$ cat src/rtl/core/carr_pkg.sv
// Shared types, constants and CORDIC step functions for the chroma angle remap block.
package carr_pkg;

   localparam int DATA_W  = 16;
   localparam int XW      = 24;   // chroma datapath: 4 guard bits plus CORDIC growth
   localparam int ZW      = 34;   // angle datapath, pi = 2^31
   localparam int TAB_LEN = 30;
   localparam int GAIN_SHIFT = 28;
   localparam int PW      = XW + 25;

   localparam logic signed [ZW-1:0] ANG_PI2 = 34'sd1073741824;
   localparam logic signed [ZW-1:0] ANG_PI  = 34'sd2147483648;
   localparam logic signed [ZW-1:0] ANG_PI3 = 34'sd715827883;
   localparam logic signed [24:0]   RECIP_GAIN2 = 25'sd6186701;
   localparam logic [31:0]          DIV3_RECIP  = 32'hAAAAAAAB;

   localparam logic [31:0] ATAN_TAB [TAB_LEN] = '{
      32'h20000000, 32'h12E4051E, 32'h09FB385B, 32'h051111D4, 32'h028B0D43,
      32'h0145D7E1, 32'h00A2F61E, 32'h00517C55, 32'h0028BE53, 32'h00145F2F,
      32'h000A2F98, 32'h000517CC, 32'h00028BE6, 32'h000145F3, 32'h0000A2F9,
      32'h0000517C, 32'h000028BE, 32'h0000145F, 32'h00000A2F, 32'h00000517,
      32'h0000028B, 32'h00000145, 32'h000000A2, 32'h00000051, 32'h00000028,
      32'h00000014, 32'h0000000A, 32'h00000005, 32'h00000002, 32'h00000001
   };

   localparam logic FUNC_FORWARD = 1'b0;
   localparam logic FUNC_INVERSE = 1'b1;

   typedef struct packed {
      logic                     func;
      logic signed [DATA_W-1:0] luma;
      logic signed [DATA_W-1:0] chan_a;
      logic signed [DATA_W-1:0] chan_b;
   } req_type;

   typedef struct packed {
      logic signed [DATA_W-1:0] luma_out;
      logic signed [DATA_W-1:0] chan_a_out;
      logic signed [DATA_W-1:0] chan_b_out;
      logic                     clipped;
   } rsp_type;

   typedef struct packed {
      logic                     func;
      logic                     neg;
      logic signed [DATA_W-1:0] luma;
      logic signed [XW-1:0]     x;
      logic signed [XW-1:0]     y;
      logic signed [ZW-1:0]     z;
   } work_type;

   function automatic logic signed [ZW-1:0] atan_val(input int i);
      return $signed({{(ZW-32){1'b0}}, ATAN_TAB[i]});
   endfunction

   // vectoring step: drive y toward zero
   function automatic work_type vec_step(input work_type w, input int i);
      work_type r;
      r = w;
      if (!w.y[XW-1]) begin
         r.x = w.x + (w.y >>> i);
         r.y = w.y - (w.x >>> i);
         r.z = w.z + atan_val(i);
      end else begin
         r.x = w.x - (w.y >>> i);
         r.y = w.y + (w.x >>> i);
         r.z = w.z - atan_val(i);
      end
      return r;
   endfunction

   // rotation step: drive z toward zero
   function automatic work_type rot_step(input work_type w, input int i);
      work_type r;
      r = w;
      if (!w.z[ZW-1]) begin
         r.x = w.x - (w.y >>> i);
         r.y = w.y + (w.x >>> i);
         r.z = w.z - atan_val(i);
      end else begin
         r.x = w.x + (w.y >>> i);
         r.y = w.y - (w.x >>> i);
         r.z = w.z + atan_val(i);
      end
      return r;
   endfunction

endpackage

$ cat src/rtl/core/carr_front.sv
// Front end: takes pixels, folds the chroma vector into the right half plane.
module carr_front (
   input  logic              clock,
   input  logic              reset,
   input  logic              req_push,
   input  carr_pkg::req_type req_data,
   output logic              req_full,
   input  logic              q_full,
   output logic              q_push,
   output carr_pkg::work_type q_data
);
   import carr_pkg::*;

   logic              valid_ff, valid_in;
   work_type          data_ff, data_in;
   logic signed [DATA_W:0] b_mag;
   logic signed [XW-1:0]   xs, ys;
   logic              take;

   assign q_push   = valid_ff && !q_full;
   assign req_full = valid_ff && q_full;
   assign take     = req_push && !req_full;
   assign q_data   = data_ff;

   always_comb begin
      b_mag = req_data.chan_b[DATA_W-1] ?
              -$signed({req_data.chan_b[DATA_W-1], req_data.chan_b}) :
              $signed({req_data.chan_b[DATA_W-1], req_data.chan_b});
      xs = $signed({{(XW-DATA_W){req_data.chan_a[DATA_W-1]}}, req_data.chan_a}) <<< 4;
      ys = $signed({{(XW-DATA_W-1){b_mag[DATA_W]}}, b_mag}) <<< 4;
      data_in.func = req_data.func;
      data_in.neg  = req_data.chan_b[DATA_W-1];
      data_in.luma = req_data.luma;
      if (xs[XW-1]) begin
         // left half plane: pre-rotate by -90 degrees
         data_in.x = ys;
         data_in.y = -xs;
         data_in.z = ANG_PI2;
      end else begin
         data_in.x = xs;
         data_in.y = ys;
         data_in.z = '0;
      end
      valid_in = take || (valid_ff && !q_push);
   end

   always_ff @(posedge clock) begin
      if (reset) begin
         valid_ff <= 1'b0;
      end else begin
         valid_ff <= valid_in;
      end
      if (take) begin
         data_ff <= data_in;
      end
   end

endmodule

$ cat config.mk
export PLATFORM = sky130hd
export DESIGN_NAME = carr_front
export DESIGN_NICKNAME = d
export VERILOG_FILES = /design/src/rtl/core/carr_pkg.sv /design/src/rtl/core/carr_front.sv
export SDC_FILE = /design/constraint.sdc
export NUM_CORES = 1
export LEC_CHECK = 0
export BUFFER_PORTS_ARGS = -buffer_cell sky130_fd_sc_hd__buf_2
export CAP_MARGIN = 20
export CELL_PAD_IN_SITES_DETAIL_PLACEMENT = 1
export CELL_PAD_IN_SITES_GLOBAL_PLACEMENT = 1
export CORE_MARGIN = 10
export CORE_UTILIZATION = 34
export DETAILED_ROUTE_END_ITERATION = 7
export PLACE_DENSITY_LB_ADDON = 0.12
export SLEW_MARGIN = 20
export SYNTH_ARGS = -nofsm -noshare
export SYNTH_HDL_FRONTEND = slang
export SYNTH_SLANG_ARGS = --single-unit
$ cat constraint.sdc
create_clock -name clock -period 4.4 [get_ports clock]
set_input_delay 0.66 -clock clock [delete_from_list [all_inputs] [get_ports clock]]
set_output_delay 0.66 -clock clock [all_outputs]
set_load 0.02 [all_outputs]
==> impl_results.md <==
- Status: finished, final reports clean
- Total Routing Usage GR: 0.124
- Placer Congestion: 0.822
- RSZ-0062 raised after global routing: no
- Final ANT Viol Nets: 0
- Total CTS buffers: 9
- Clk Tree Root Cell: clkbuf_8
- Routed WL: 8370 um
- Worst Hold Path EP: valid_ff
- Worst Skew: 5.93 ps
- Most frequent cells in the layout: buf_2 (113), edfxtp_1 (56), conb_1 (46)
- IO buf count: 113
- Hold Startpoint: reset
- Starting Density: 0.349
- Die footprint: 0.0131 sq mm
- Place WS: 2010 ps
- Nets: 424
- Worst EP arrival: 2080 ps
- Routed via count: 2211
- Boundary pin count: 155
- Crit start category: input pin
- Period Utilization, post-route: 0.459
- Worst R2R Path Depth: 3
- Max cap viols: 0
- Synthesis-stage register bit count: 57
- Crit Reg-Reg Endpoint: q_data[52]
- Number of antenna violations at the first check in global routing: 1
- CTS tree: yes
- Worst Slack Setup Final: 2380 ps
- H-tree depth: 3
- R2R Setup Slk: 2590 ps
- DR pass1 iterations: 6
- Pleak: 1.60 nW
- TNS Setup: 0 ps
- Row cnt: 34
- Final hold vios: 0
- Vert. Die Dim: 114 um
- Ant. Diodes: 0
- Critical Path Fanout Max: 6
- Ys Warns: 0
- Detail Placement HPWL: 6710 um
- R2r startpoint: valid_ff
- Max clock buf depth: 2
- Chip width: 114 um
- Mean Syn Cell Area: 12.1 sq um
- Min Tclk post-route: 2020 ps
- Core area: 0.00868 sq mm
- First DRT Iteration DRCs: 92
- Critical setup path kind: input pin to register
- Clock Latency Late Sink: 330 ps
- GRT Residual Overflow: 0
- Most used DFF post-synth: edfxtp_1
- Vias in the first global route: 2328
- Max Slew Vio Count: 0
- Dpl cell area: 0.00354 sq mm
- Sequential fraction of the synthesis area: 0.562
- Peak VDD IR: 0.000105 V
- Postcts setup bufs: 0
- Cell area power density: 355 mW/mm^2
- Setup violators final: 0
- Cts repair resizes: 0
- # hold bufs at CTS: 0
- Vias per inst: 4.59
- Asr flop ratio synth: 0
- Yosys cell types: 40
- Layout cells sized above 1: 0.369
- Max Clk Rate: 495 MHz
- CP required: 4460 ps
- Fin area: 0.00370 sq mm
- Worst-margin pin slew: 560 ps
- Synth Cell Area: 0.00303 sq mm
- Wire per inst: 17.4 um
- Worst min-delay path class: input pin to register
- First-pass GRT wire length: 12600 um
- Final total power: 1.31 mW
- Hold WS: 484 ps
- Rel. slew slack: 0.623
- Sink Count: 57
- Syn Inst Count: 251
- Worst Setup End Kind: register
- # DRC: 0
- Largest net degree at the start of global routing: 49
- Area Growth Syn to Fin: 22.2%
- Clock Pin Slew Worst Setup and Hold Paths: 60 ps
- Leading cell type in the layout, fill and taps excluded: buf_2
- Post-synth EDFFs: 56
- Hold Path Cell Cnt: 2
==> sequential cells by signal, summed over array words and instances (netlist names) <==
register  flops
q_data       56
valid_ff      1
==> synth_stat cells (all sizes together) (2+ instances only) <==
master | instances | area [sq um]
a21oi | 20 | 100
a31oi | 3 | 18.8
a41oi | 3 | 26.3
buf | 48 | 363
clkbuf | 5 | 18.8
clkinv | 2 | 7.51
edfxtp | 56 | 1680
ha | 2 | 25.0
inv | 6 | 22.5
mux2i | 10 | 100
nand2 | 2 | 7.51
nand4 | 3 | 18.8
nor2 | 29 | 109
nor2b | 2 | 12.5
nor3 | 6 | 35.0
nor4 | 6 | 65.1
nor4b | 2 | 38.8
o21ai | 4 | 20.0
o31ai | 3 | 22.5
o41ai | 2 | 17.5
or4 | 3 | 22.5
xnor2 | 10 | 87.6
xor2 | 13 | 114
==> report_power, final <==
part           internal (mW)  switching, mW
logic                 0.0747          0.180
registers              0.644        0.00820
clock network          0.197          0.209
total                  0.915          0.397
==> worst max-delay path, cell delays in order <==
cell and delay, ps:
buf_2 140, or4_1 690, nor4b_4 350, xor2_1 170, mux2i_1 80
==> stage by stage <==
step	cells	util
2_1_floorplan	296	-
3_3_place_gp	466	0.408
3_5_place_dp	466	0.408
4_1_cts	482	0.426
5_1_grt	482	0.426
6_report	482	0.426
==> final cells by class <==
cell class / instances / area [sq um]
clock buffer: 9 / 124
clock inverter: 7 / 37.5
fill: 1012 / 4980
inverter: 8 / 30.0
multi-input combinational: 178 / 1090
sequential: 57 / 1700
tap: 108 / 135
timing repair buffer: 115 / 581
==> routing by layer <==
metal  GRT usage  wire, um
met1       0.147      3690
met2       0.188      3740
met4      0.0443        76
met3      0.0650       855
met5           0         0
==> cells by family (layout without fill, tap and decap cells) <==
logic type	count (synthesis)	in the layout	share of synthesized area
and+or+nand+nor	59	59	0.117
muxes	10	10	0.0331
DFF	57	57	0.562
other	1	46	0.00124
adders and majority gates	2	2	0.00826
AOI/OAI and AO/OA	38	38	0.0765
xor gates and xnor gates	23	23	0.0665
buffers and inverters	61	139	0.136
==> how the worst max path moves through the flow <==
stage                 startpoint          to  slack (ps)
finish              req_data[23]  q_data[52]        2380
global route        req_data[16]  q_data[52]        2240
CTS                       q_full  q_data[76]        2390
detailed placement        q_full  q_data[63]        2010
global placement          q_full  q_data[54]        2060
floorplan                 q_full  q_data[30]         520
No activity file was read; power rests on OpenSTA's default activity.
