$ cat config.mk
export PLATFORM = sky130hd
export DESIGN_NAME = carr_queue
export DESIGN_NICKNAME = d
export VERILOG_FILES = /design/src/rtl/core/carr_pkg.sv /design/src/rtl/core/carr_queue.sv
export SDC_FILE = /design/constraint.sdc
export NUM_CORES = 1
export LEC_CHECK = 0
export BUFFER_PORTS_ARGS = -buffer_cell sky130_fd_sc_hd__buf_2
export CORE_MARGIN = 5
export CORE_UTILIZATION = 30
export CTS_CLUSTER_SIZE = 30
export DETAILED_ROUTE_END_ITERATION = 7
export MAX_ROUTING_LAYER = met4
export SETUP_SLACK_MARGIN = 0.1
export SLEW_MARGIN = 30
export SYNTH_ARGS = -nofsm -noshare
export SYNTH_HDL_FRONTEND = slang
export SYNTH_SLANG_ARGS = --single-unit
$ cat constraint.sdc
create_clock -name clock -period 6.7 [get_ports clock]
set_input_delay 0.67 -clock clock [delete_from_list [all_inputs] [get_ports clock]]
set_output_delay 0.67 -clock clock [all_outputs]
set_load 0.1 [all_outputs]
$ cat src/rtl/core/carr_pkg.sv
// Shared types, constants and CORDIC step functions for the chroma angle remap block.
package carr_pkg;

   localparam int DATA_W  = 16;
   localparam int XW      = 24;   // chroma datapath: 4 guard bits plus CORDIC growth
   localparam int ZW      = 34;   // angle datapath, pi = 2^31
   localparam int TAB_LEN = 30;
   localparam int GAIN_SHIFT = 28;
   localparam int PW      = XW + 25;

   localparam logic signed [ZW-1:0] ANG_PI2 = 34'sd1073741824;
   localparam logic signed [ZW-1:0] ANG_PI  = 34'sd2147483648;
   localparam logic signed [ZW-1:0] ANG_PI3 = 34'sd715827883;
   localparam logic signed [24:0]   RECIP_GAIN2 = 25'sd6186701;
   localparam logic [31:0]          DIV3_RECIP  = 32'hAAAAAAAB;

   localparam logic [31:0] ATAN_TAB [TAB_LEN] = '{
      32'h20000000, 32'h12E4051E, 32'h09FB385B, 32'h051111D4, 32'h028B0D43,
      32'h0145D7E1, 32'h00A2F61E, 32'h00517C55, 32'h0028BE53, 32'h00145F2F,
      32'h000A2F98, 32'h000517CC, 32'h00028BE6, 32'h000145F3, 32'h0000A2F9,
      32'h0000517C, 32'h000028BE, 32'h0000145F, 32'h00000A2F, 32'h00000517,
      32'h0000028B, 32'h00000145, 32'h000000A2, 32'h00000051, 32'h00000028,
      32'h00000014, 32'h0000000A, 32'h00000005, 32'h00000002, 32'h00000001
   };

   localparam logic FUNC_FORWARD = 1'b0;
   localparam logic FUNC_INVERSE = 1'b1;

   typedef struct packed {
      logic                     func;
      logic signed [DATA_W-1:0] luma;
      logic signed [DATA_W-1:0] chan_a;
      logic signed [DATA_W-1:0] chan_b;
   } req_type;

   typedef struct packed {
      logic signed [DATA_W-1:0] luma_out;
      logic signed [DATA_W-1:0] chan_a_out;
      logic signed [DATA_W-1:0] chan_b_out;
      logic                     clipped;
   } rsp_type;

   typedef struct packed {
      logic                     func;
      logic                     neg;
      logic signed [DATA_W-1:0] luma;
      logic signed [XW-1:0]     x;
      logic signed [XW-1:0]     y;
      logic signed [ZW-1:0]     z;
   } work_type;

   function automatic logic signed [ZW-1:0] atan_val(input int i);
      return $signed({{(ZW-32){1'b0}}, ATAN_TAB[i]});
   endfunction

   // vectoring step: drive y toward zero
   function automatic work_type vec_step(input work_type w, input int i);
      work_type r;
      r = w;
      if (!w.y[XW-1]) begin
         r.x = w.x + (w.y >>> i);
         r.y = w.y - (w.x >>> i);
         r.z = w.z + atan_val(i);
      end else begin
         r.x = w.x - (w.y >>> i);
         r.y = w.y + (w.x >>> i);
         r.z = w.z - atan_val(i);
      end
      return r;
   endfunction

   // rotation step: drive z toward zero
   function automatic work_type rot_step(input work_type w, input int i);
      work_type r;
      r = w;
      if (!w.z[ZW-1]) begin
         r.x = w.x - (w.y >>> i);
         r.y = w.y + (w.x >>> i);
         r.z = w.z - atan_val(i);
      end else begin
         r.x = w.x + (w.y >>> i);
         r.y = w.y - (w.x >>> i);
         r.z = w.z + atan_val(i);
      end
      return r;
   endfunction

endpackage

$ cat src/rtl/core/carr_queue.sv
// Two-entry queue between the front end and the CORDIC back end.
module carr_queue (
   input  logic               clock,
   input  logic               reset,
   input  logic               push,
   input  carr_pkg::work_type push_data,
   input  logic               pop,
   output carr_pkg::work_type pop_data,
   output logic               full,
   output logic               empty
);
   import carr_pkg::*;

   work_type   mem_ff [2];
   logic       wr_ptr_ff, wr_ptr_in;
   logic       rd_ptr_ff, rd_ptr_in;
   logic [1:0] count_ff, count_in;

   assign full     = (count_ff == 2'd2);
   assign empty    = (count_ff == 2'd0);
   assign pop_data = mem_ff[rd_ptr_ff];

   always_comb begin
      wr_ptr_in = push ? !wr_ptr_ff : wr_ptr_ff;
      rd_ptr_in = pop ? !rd_ptr_ff : rd_ptr_ff;
      count_in  = count_ff + {1'b0, push} - {1'b0, pop};
   end

   always_ff @(posedge clock) begin
      if (reset) begin
         wr_ptr_ff <= 1'b0;
         rd_ptr_ff <= 1'b0;
         count_ff  <= 2'd0;
      end else begin
         wr_ptr_ff <= wr_ptr_in;
         rd_ptr_ff <= rd_ptr_in;
         count_ff  <= count_in;
      end
      if (push) begin
         mem_ff[wr_ptr_ff] <= push_data;
      end
   end

endmodule

==> run metrics, run 1 <==
status=finished clean; slowest cell on the critical path=buf_6; fin crit share=43.0%; WP data arrival=~2.2 ns; mean area per synthesized cell=23.9 µm²; slew margin rel.=45.9%; pwr dens=350 nW/µm²; Comb pwr share=24.4%; syn nets=around 440; CTS tree=built; Startpoint Class=flip-flop; Reg2Reg Setup Slack=4.53 ns; Die X=around 170 µm; synth top area cells=edfxtp_1, mux2_4, buf_12; clk_lat worst skew=0.50 ns; Finished Core Util=38.0%; maximum level of the CTS H-tree=1; post-route insts no fill=910; io pins=206; core area=roughly 26000 µm²; clock sink count=205; Synth Register Bits=205; vias in the first global route=4259; Critical Path End=pop_data[71]; peak supply drop=0.219 mV; Core Rows=59; HPWL after DPL=10700 µm; global-route wire length before repair=23500 µm; drt pass-1 iters=4; Max-Cap Viols=0; hold_sp=push_data[35]; clk root buf=clkbuf_16; die area=29800 µm²; final hold violations=0; WL final=~15000 µm; drt first-iter violations=140; Reg2Reg Depth=2; post-synth top area cell=edfxtp_1; Tightest Pin Transition=~0.81 ns; via total after detailed routing=3777; fin worst setup slack=3.82 ns; Layout Skew=0.00702 ns; largest net degree at the start of global routing=60; highest clock rate=0.347 GHz; max-slew violations=0; Post-synth EDFFs=200; GRT Util Overall=between 10% and 20%; unrepaired setup endpoints after global routing=false; Cell Int Power=2.31 mW; # DRC=0; cell with the most instances after synthesis=edfxtp_1; CTS buffer count=23; Vias per Instance=about 4.2; Switching Fraction=between 30% and 40%; critical path peak fanout=59; # nets final=~660; critical path required time=a little over 6 ns; setup bufs post-CTS=0; Port-buffer cells=205; Final ANT Viol Nets=0; final setup vio count=0; die height=173 µm; Placer Congestion=0.716; Reg power frac=43.9%; sequential area share after synthesis=roughly 77%; critical path's largest stage delay=0.56 ns; Inst Count DP=between 800 and 900; post_cts resized=0; total power=3.46 mW; layout cells sized above 1=60.1%; ys flop type=edfxtp_1; crit path cell chain=buf_6 -> mux2_4 -> buf_2; distinct cell type count after synthesis=12; Max Root-Sink Buffers=3; Synth top area share=approximately 76%; ys async rst share=0%; leakage power=3.89 nW; worst reg2reg path endpoint=mem_ff[1][98]; switching power=1.15 mW; Tmin final=between 2 and 3 ns; initial antenna violation count=2; WL/cell=17.0 µm; Cells after Synth=332; final setup TNS=0 ns; pre-CTS WS=4.06 ns; Cell Area, Synth=7940 µm²; synth warn=0; Worst Setup End Kind=output pin; total global routing overflow=0; Clk pwr share=31.8%; initial core utilization=30.5%; Hold-fix buffers, CTS=0; Min-Delay Path Class=in2reg; worst r2r src=wr_ptr_ff; commonest cells in the synthesized netlist=edfxtp_1, mux2_4, buf_12, dfxtp_1, nor2_1; Clock transition at path regs=approximately 0.06 ns; synthesis-to-layout area growth=24.7%; Setup CP Type=reg2out
through the flow:
step                area, µm²  hold WS, ns
floorplan                7940        0.480
global placement         9220        0.505
detailed placement       9220        0.506
CTS                      9890        0.324
global route             9890        0.325
finish                   9900        0.353
critical path, delay by kind of cell, from the launching register on:
family                 cells  cell delay, ns
buffers and inverters      2            0.98
flip-flops                 1            0.34
multiplexers               1            0.29
final cells by class:
type	instances	area [µm²]
Antenna cell	3	7.51
Clock buffer	27	591
Clock inverter	14	75.1
Fill cell	2409	16200
Inverter	2	7.51
Multi-Input combinational cell	114	1620
Sequential cell	205	6110
Tap cell	335	419
Timing Repair Buffer	210	1070
power by group through the flow:
stage / clock [mW] / sequential (mW) / combinational (mW)
2_1_floorplan: 0 / 1.55 / 0.742
3_3_place_gp: 0 / 1.54 / 0.848
3_5_place_dp: 0 / 1.55 / 0.854
4_1_cts: 1.14 / 1.52 / 0.856
5_1_grt: 1.19 / 1.53 / 0.873
6_report: 1.10 / 1.52 / 0.844
sequential cells by signal, indices dropped and copies added, names as in the netlist, named ones only:
register   cells
count_ff       2
mem_ff       200
rd_ptr_ff      1
wr_ptr_ff      1
layer usage:
layer / global-route usage, % / vias up / wire length (µm)
met5: - / - / 0
met4: 3.07 / 0 / 496
met3: 2.97 / 37 / 972
met2: 18.2 / 120 / 8040
met1: 10.6 / 1856 / 5920
li1: - / 1764 / -
cell families after synthesis:
logic type	Yosys count	synth area share [%]
simple gates	9	0.552
buf+inv	13	2.76
flops	205	76.9
xor+xnor	3	0.505
mux	100	18.9
fa+ha+maj	2	0.315
cells in the final DEF (no fill, tap or decap):
cell        count
clkbuf_16      23
clkinv_4        1
clkinvlp_4      2
inv_1           2
xnor2_1         2
clkinv_2        4
buf_4           4
nor2b_1         2
nor2b_4         1
dfxtp_4         1
nor2_1          5
inv_6           1
clkbuf_1        4
edfxtp_1      200
diode_2         3
mux2_4        100
ha_1            2
clkinv_1        6
buf_2         205
and2_4          1
dfxtp_1         4
buf_6           1
xnor3_1         1
worst min-delay path by stage:
stage,to,cells after the start
after global placement,rd_ptr_ff,2
after floorplan,flip-flop,2
after global routing,mem_ff[0][83],1
after CTS,mem_ff[0][83],1
final,mem_ff[1][35],1
after detailed placement,rd_ptr_ff,2
Note: power is estimated with default switching activity, not from simulation.
==> run 2: changes to the inputs <==
==> constraint.sdc (replaced) <==
create_clock -name clock -period 2.5 [get_ports clock]
set_input_delay 0.25 -clock clock [delete_from_list [all_inputs] [get_ports clock]]
set_output_delay 0.25 -clock clock [all_outputs]
set_load 0.1 [all_outputs]
==> run 2 against run 1 <==
Power rose to 2.8 times the previous value. Design area increased by 12%. Clock power grew to 2.9 times the previous value. Hold slack got worse by 0.31 ns. First-iteration DRC count increased by 7.9%. Largest cell class unchanged. Via count increased by 10%.
==> run metrics, run 2 (same netlist as run 1, synthesis figures left out) <==
CTS tree=built; Min-Delay Path Class=in2reg; Startpoint Class=flip-flop; WP data arrival=1.94 ns; highest clock rate=0.456 GHz; # nets final=769; Vias per Instance=4.11; most frequent cells in the layout=buf_2, edfxtp_1, dlygate4sd3_1; maximum level of the CTS H-tree=1; Placer Congestion=0.726; buffers and inverters on the worst path=2; worst r2r src=wr_ptr_ff; WL final=16700 µm; Critical Path End=pop_data[83]; Port-buffer cells=between 200 and 250; core area=around 26000 µm²; Max Root-Sink Buffers=3; peak supply drop=just under 0.7 mV; WL/cell=between 15 and 20 µm; GRT Util Overall=11.3%; Tmin final=2.19 ns; final setup vio count=0; unrepaired setup endpoints after global routing=false; drt pass-1 iters=4; Worst path depth=3; largest net degree at the start of global routing=100; clk root buf=clkbuf_16; Reg2Reg Depth=2; diode count=0; filler cell count=between 2000 and 2500; post_cts resized=0; clk_lat worst skew=0.49 ns; final hold violations=0; Biggest register=mem_ff; clock sink count=between 200 and 250; global-route wire length before repair=26700 µm; # DRC=0; commonest non-fill, non-tap cell in the layout=buf_2; initial antenna violation count=0; Reg2Reg Setup Slack=0.96 ns; slew margin rel.=approximately half; critical path peak fanout=28; max-slew violations=0; Core Rows=59; Tightest Pin Transition=0.754 ns; die area=about 30000 µm²; worst reg2reg path endpoint=mem_ff[1][15]; slowest cell on the critical path=dfxtp_4; Final ANT Viol Nets=0; Setup CP Type=reg2out; synthesis-to-layout area growth=39.2%; layout cells sized above 1=52.1%; CP delay by family, top=buffers and inverters; status=finished clean; Worst Setup End Kind=output pin; CTS buffer count=22; via total after detailed routing=~4200; Max-Cap Viols=0; final setup TNS=0 ns; fin crit share=87.8%; drt first-iter violations=151; critical path's largest stage delay=0.52 ns; Clock transition at path regs=0.06 ns; Die X=173 µm; initial core utilization=30.5%; max reg flops=200; top flop regs=mem_ff (200), count_ff (2); crit path cell chain=buf_12 -> mux2_4 -> buf_2; io pins=between 200 and 250; Layout Skew=~0.0055 ns; total power=9.67 mW; die height=~170 µm; pwr dens=875 nW/µm²; critical path required time=roughly 2.3 ns; HPWL after DPL=about 11000 µm; vias in the first global route=around 4900; total global routing overflow=0; leakage power=4.38 nW
[run 2: cell types whose count changed in the layout (fill, tap and decap cells not counted), sizes merged]
cell and change:
inv -1, clkinvlp +1, dlygate4sd3 +101, diode -3
clkinv -3, bufinv +2, buf +7
[run 2: timing repair]
item                       4_1_cts  5_1_grt
setup endpoints to repair        6        0
hold endpoints to repair       205        0
hold buffers                   101        0
setup buffers                    1        0
[run 2: how the worst min path moves through the flow]
| stage | start | end | slack (ns) | depth (start not counted) |
|---|---|---|---|---|
| 2_1_floorplan | reset | count_ff[0] | 0.32 | 1 |
| 5_1_grt | pop | rd_ptr_ff | 0.03 | 3 |
| 3_5_place_dp | push_data[9] | mem_ff[1][9] | 0.44 | 1 |
| 4_1_cts | pop | flip-flop | 0.01 | 3 |
| 3_3_place_gp | push_data[15] | mem_ff[0][15] | 0.44 | 1 |
| 6_report | pop | flip-flop | 0.04 | 3 |
[run 2: power by group]
part / internal, mW / switching [mW] / total (mW)
logic: 0.623 / 1.79 / 2.41
registers: 4.02 / 0.0689 / 4.08
clock network: 1.92 / 1.25 / 3.17
total: 6.55 / 3.11 / 9.67
[run 2: per-stage QoR]
stage          hold WS (ns)  std cells  area [µm²]  setup slack (ns)  util (%)
2_1_floorplan         0.322        332        7940             0.250         -
3_3_place_gp          0.438        872        9300             0.643      35.7
3_5_place_dp          0.441        872        9300             0.635      35.7
4_1_cts              0.0113       1014       11000             0.229      42.4
5_1_grt              0.0272       1014       11000             0.204      42.4
6_report             0.0385       1014       11000             0.305      42.4
[run 2: metal layers]
metal / routed length, µm / up-vias / global-route usage [%]
met5: 0 / - / -
met4: 322 / 0 / 2.81
met3: 1160 / 28 / 3.34
met1: 6510 / 2024 / 12.6
li1: - / 1974 / -
met2: 8670 / 141 / 19.9
[run 2: cell type report]
class                      instances  area, µm²  share of cell area [%]
clock buffer                      27        601                    5.44
clock inverter                    13        123                    1.11
inverter                           2       7.51                  0.0680
multi-input combinational        114       1620                    14.7
sequential                       205       6110                    55.3
tap                              335        419                    3.79
timing repair buffer             318       2170                    19.6
[run 2: worst reg2reg max path, delay by kind of cell, from the launching register on]
| family | cells | cell delay, ns |
|---|---|---|
| flops | 1 | 0.40 |
| buf+inv | 1 | 0.36 |
| simple gates | 1 | 0.19 |
